--- config.mk ---
export PLATFORM = sky130hd
export DESIGN_NAME = rbd_ctrl
export DESIGN_NICKNAME = d
export VERILOG_FILES = /design/src/rtl/core/rbd_pkg.sv /design/src/rtl/core/rbd_ctrl.sv
export VERILOG_INCLUDE_DIRS = /design/src /design/src/rtl/core
export SDC_FILE = /design/constraint.sdc
export NUM_CORES = 1
export LEC_CHECK = 0
export ABC_AREA = 0
export ABC_CLOCK_PERIOD_IN_PS = 2800
export CAP_MARGIN = 15
export CORE_AREA = 10 10 47 49
export DETAILED_ROUTE_END_ITERATION = 7
export DIE_AREA = 0 0 57 59
export DONT_BUFFER_PORTS = 1
export GPL_TIMING_DRIVEN = 1
export SYNTH_ARGS = -nofsm -noshare
export SYNTH_HDL_FRONTEND = slang
export SYNTH_SLANG_ARGS = --single-unit
--- constraint.sdc ---
create_clock -name clk -period 2.8 [get_ports clk]
set_clock_uncertainty 0.15 [all_clocks]
set_input_delay 0.42 -clock clk [delete_from_list [all_inputs] [get_ports clk]]
set_output_delay 0.42 -clock clk [all_outputs]
set_load 0.01 [all_outputs]
--- src/rtl/core/ring_buffer_deque_defines.svh ---
`ifndef RING_BUFFER_DEQUE_DEFINES_SVH
`define RING_BUFFER_DEQUE_DEFINES_SVH

// Checks a consequent in the same cycle as its antecedent.
`define RBD_ASSERT_NOW(label, clk, rst, ante, cons, msg) \
  label: assert property (@(posedge clk) disable iff (rst) (ante) |-> (cons)) \
    else $error(msg);

// Checks a consequent in the cycle after its antecedent.
`define RBD_ASSERT_NEXT(label, clk, rst, ante, cons, msg) \
  label: assert property (@(posedge clk) disable iff (rst) (ante) |=> (cons)) \
    else $error(msg);

`endif

--- src/rtl/core/rbd_pkg.sv ---
`timescale 1ns / 1ps

package rbd_pkg;

  localparam int WORD_W      = 32;
  localparam int OP_W        = 3;
  localparam int COUNT_OUT_W = 11;

  localparam logic signed [WORD_W-1:0] EMPTY_WORD = -32'sd1;

  typedef enum logic [OP_W-1:0] {
    OP_PUSH_FRONT = 3'd0,
    OP_PUSH_BACK  = 3'd1,
    OP_POP_FRONT  = 3'd2,
    OP_POP_BACK   = 3'd3,
    OP_READ_FRONT = 3'd4,
    OP_READ_BACK  = 3'd5
  } op_t;

  typedef struct packed {
    logic load_req;
    logic execute;
    logic load_read;
  } rbd_cmd_t;

  typedef struct packed {
    logic store_read;
  } rbd_status_t;

endpackage

--- src/rtl/core/rbd_ctrl.sv ---
`timescale 1ns / 1ps
`include "ring_buffer_deque_defines.svh"

module rbd_ctrl import rbd_pkg::*; (
  input  logic        clk,
  input  logic        rst,
  input  logic        req_valid,
  output logic        req_stall,
  output logic        rsp_valid,
  input  logic        rsp_stall,
  output rbd_cmd_t    cmd,
  input  rbd_status_t status
);

  typedef enum logic [3:0] {
    ST_IDLE    = 4'b0001,
    ST_EXEC    = 4'b0010,
    ST_CAPTURE = 4'b0100,
    ST_OUT     = 4'b1000
  } state_t;

  state_t state;
  state_t state_next;

  always_comb begin
    state_next = state;
    cmd        = '0;
    req_stall  = 1'b1;
    rsp_valid  = 1'b0;
    unique case (state)
      ST_IDLE: begin
        req_stall = 1'b0;
        if (req_valid) begin
          cmd.load_req = 1'b1;
          state_next   = ST_EXEC;
        end
      end
      ST_EXEC: begin
        cmd.execute = 1'b1;
        state_next  = status.store_read ? ST_CAPTURE : ST_OUT;
      end
      ST_CAPTURE: begin
        // The store's read data is registered, so it is taken in the cycle after the read.
        cmd.load_read = 1'b1;
        state_next    = ST_OUT;
      end
      ST_OUT: begin
        rsp_valid = 1'b1;
        if (!rsp_stall) begin
          state_next = ST_IDLE;
        end
      end
      default: begin
        state_next = ST_IDLE;
      end
    endcase
  end

  always_ff @(posedge clk) begin
    if (rst) begin
      state <= ST_IDLE;
    end else begin
      state <= state_next;
    end
  end

  `RBD_ASSERT_NEXT(a_exec_single, clk, rst, cmd.execute, !cmd.execute, "execute lasted two cycles")
  `RBD_ASSERT_NEXT(a_accept_exec, clk, rst, req_valid && !req_stall, cmd.execute, "request not executed")
  `RBD_ASSERT_NEXT(a_one_result, clk, rst, rsp_valid && !rsp_stall, !rsp_valid, "result repeated")

endmodule

* After elaboration in Yosys (flattened, before gate mapping)
Cells that the tools add are included.
Word-level totals: register bits after elaboration 4, input port bits 5
Cells by class: reductions and logical operators 1, multiplexer cells 10, equality and inequality tests 6
Operator list (count):
- 4-bit case mux with 4 select lines | 1
- 4-bit two-way mux | 3
- 1-bit two-way mux | 6
- 4-bit by 1-bit == test with 1-bit output (second input constant) | 1
- 4-bit by 2-bit == test with 1-bit output (second input constant) | 1
- 4-bit by 3-bit == test with 1-bit output (second input constant) | 1
- 4-bit == test (second input constant) | 1
- 2-bit != test (second input constant) | 2
- 2-bit AND reduction | 1

* Depth between registers and ports, before layout
depth after elaboration 3, mapped depth 3

* Worst setup path before layout
Ideal clock, no wire load.
path type register to output, start point reg state[2], end point out cmd[2] in the netlist's numbering, required time 2230 ps, buffers on the path 0, cell stages (with the launch flop) 4, arrival 1018 ps, slack 1212 ps, cells stage by stage dfxtp_1 > nor4b_2 > inv_2 > nor2_1
RTL lines:
- start, declared | RTL line rbd_ctrl.sv:22 | state_t state;
- start signal, assigned | RTL line rbd_ctrl.sv:63 | state <= state_next;
- end, declared | RTL line rbd_ctrl.sv:11 | output rbd_cmd_t cmd,

==> qor.tcl <==
set qor(syn_area_um2) 223
set qor(clk_path_buf_depth) 2
set qor(synth_largest_area_cell) {dfxtp_1}
set qor(synth.top_cells.by_area) {dfxtp_1 (36%), nor4b_1 (7.9%), nor4b_2 (6.7%)}
set qor(top_regs) {state: 4 flops}
set qor(layout-drive-gt1-share) 0.346
set qor(worst_path_setup_slack_after_routing_ns) 0.865
set qor(post-route-drc-count) 0
set qor(stdcell_area_um2) 265
set qor(fill_cells) 172
set qor(drtPass1Iterations) 1
set qor(avgSynthCellArea_um2) 9.68
set qor(detail_route.vias_per_cell) 4.43
set qor(endpoint_kind) {output pin}
set qor(sequential_to_total_area_share_from_yosys_stat) 0.360
set qor(floorplan.core_area_um2) 1400
set qor(ctsRootBufferMaster) {clkbuf_4}
set qor(via_count) 186
set qor(ctsHoldBuffers) 0
set qor(instances_no_fill) 42
set qor(vdd_drop_max_mv) 0.237
set qor(design.die.area_um2) 3360
set qor(largest-register) {state}
set qor(clock_tree.htree_level_count) 1
set qor(io_buffers) 0
set qor(routabilityCongestion) 0.684
set qor(post_synthesis_instance_total) 23
set qor(grt_pass1_wl_um) 903
set qor(insertion_delay_ns) 0.23
set qor(dieWidth_um) 57
set qor(synth_top_cells_by_count) {dfxtp_1 (4), inv_1 (2), inv_2 (2), nor2_1 (2), nor4b_1 (2)}
set qor(totalPowerFinal_uw) 181
set qor(largest_register_ffs) 4
set qor(max_slew_margin) 0.570
set qor(ys.flop_type) {dfxtp_1}
set qor(synth_enable_flop_cells) 0
set qor(rsz0062_at_grt) {false}
set qor(worst-path-max-fanout) 7
set qor(cts_made_buffers) 3
set qor(numPlacedInstances) 39
set qor(power-per-cell-area_nw_per_um2) 684
set qor(routed_wirelength_um) 545
set qor(timing_worst_setup_path_type) {flip-flop to output pin}
set qor(cts-resized-gates) 0
set qor(outcome) {completed}
set qor(timing.critical_path.required_ns) 2.23
set qor(maximum_number_of_pins_on_one_net_before_global_route_repair) 8
set qor(synthesis.yosys.warnings) 0
set qor(synthesis.nets) 28
set qor(clock_sink_count) 4
set qor(synth_cell_types) 16
set qor(yosys.cell_count.top_type) {dfxtp_1}
set qor(n_antenna_cell) 0
set qor(final-hold-violation-count) 0
set qor(path_clk_slew_ns) 0.04
set qor(timing_max_transition_violations_final) 0
set qor(synth.ff_latch_count) 4
set qor(fraction_of_post_synthesis_cell_area_in_the_top_cell_type_by_area) 0.360
set qor(setup_total_negative_slack_ns) 0
set qor(cts_tree) {yes}
set qor(first_global_vias) 218
set qor(async_flop_share) 0
set qor(ant_nets) 0
set qor(avgRoutedWirePerCell_um) 13.0
set qor(synthToLayoutAreaGrowth_pct) 19.1
set qor(start_util) 0.159
set qor(rows) 14
set qor(worst_pin_slew_ns) 0.636
set qor(io_pins) 10
set qor(timing.fmax_mhz) 517
set qor(drtIter0Drc) 0
set qor(post_place_worst_slack_ns) 1.09
set qor(worst_ep_arrival_time_ns) 1.36
set qor(gr-total-overflow) 0
set qor(min_path_type) {input port to flip-flop}
set qor(cap_viol_max_count) 0
set qor(timing.final.crit_period_ns) 1.93
set qor(setup_viol) 0
set qor(layout_worst_path_cycle_share) 0.691
set qor(fp.dieH_um) 59
set qor(grt_use_total) 0.0379
set qor(leakage_power_summed_over_all_cells_nw) 0.103
set qor(place_area_um2) 243
set qor(post-cts-setup-buffers) 0
set qor(nNetsFinal) 33
set qor(critical_path.startpoint_type) {flip-flop}
set qor(grt_antenna_before_repair) 0
-- metrics by stage --
stage          hold WS (ns)   util
3_5_place_dp          0.342  0.173
5_1_grt              0.0980  0.189
3_3_place_gp          0.343  0.173
4_1_cts              0.0946  0.189
2_1_floorplan         0.340      -
6_report              0.103  0.189
-- report_power, final --
group          internal [mW]  switching, mW
clock network         0.0478         0.0220
registers             0.0638        0.00956
logic                 0.0166         0.0216
-- layout make-up --
type	instances	area [µm²]	share of cell area
Clock buffer	3	22.5	0.0849
Inverter	4	15.0	0.0566
Tap cell	16	20.0	0.0755
Multi-Input combinational cell	15	128	0.481
Sequential cell	4	80.1	0.302
-- placed cells by master (no fill, tap or decap), types with 2 or more instances in the layout --
cell type,netlist,final
clkbuf_4,0,3
dfxtp_1,4,4
inv_1,2,2
inv_2,2,2
nor2_1,2,2
nor4b_1,2,2
-- worst max-delay path, stage by stage, from the launching register on --
cell and delay [ns]:
dfxtp_1 0.40, nor4b_2 0.40, inv_2 0.12, nor2_1 0.21
-- cells by family after synthesis --
group | synth area share
and+or+nand+nor | 0.393
AOI/OAI and AO/OA | 0.180
DFF | 0.360
buffers and inverters | 0.0674
-- worst paths after layout --
kind	slack (ns)	start	end	cells after the start
setup / recovery	0.87	state[0]	cmd[2]	3
hold / removal	0.10	rst	state[2]	1
setup reg to reg	1.40	state[0]	state[3]	3
hold reg to reg	0.52	state[1]	state[2]	2
-- metal layers --
layer | GRT usage | share of wire
met5 | 0 | 0
met4 | 0.0604 | 0.046
met3 | 0.0215 | 0.094
met2 | 0.0419 | 0.38
met1 | 0.0389 | 0.48
No activity file was read; power rests on OpenSTA's default activity.
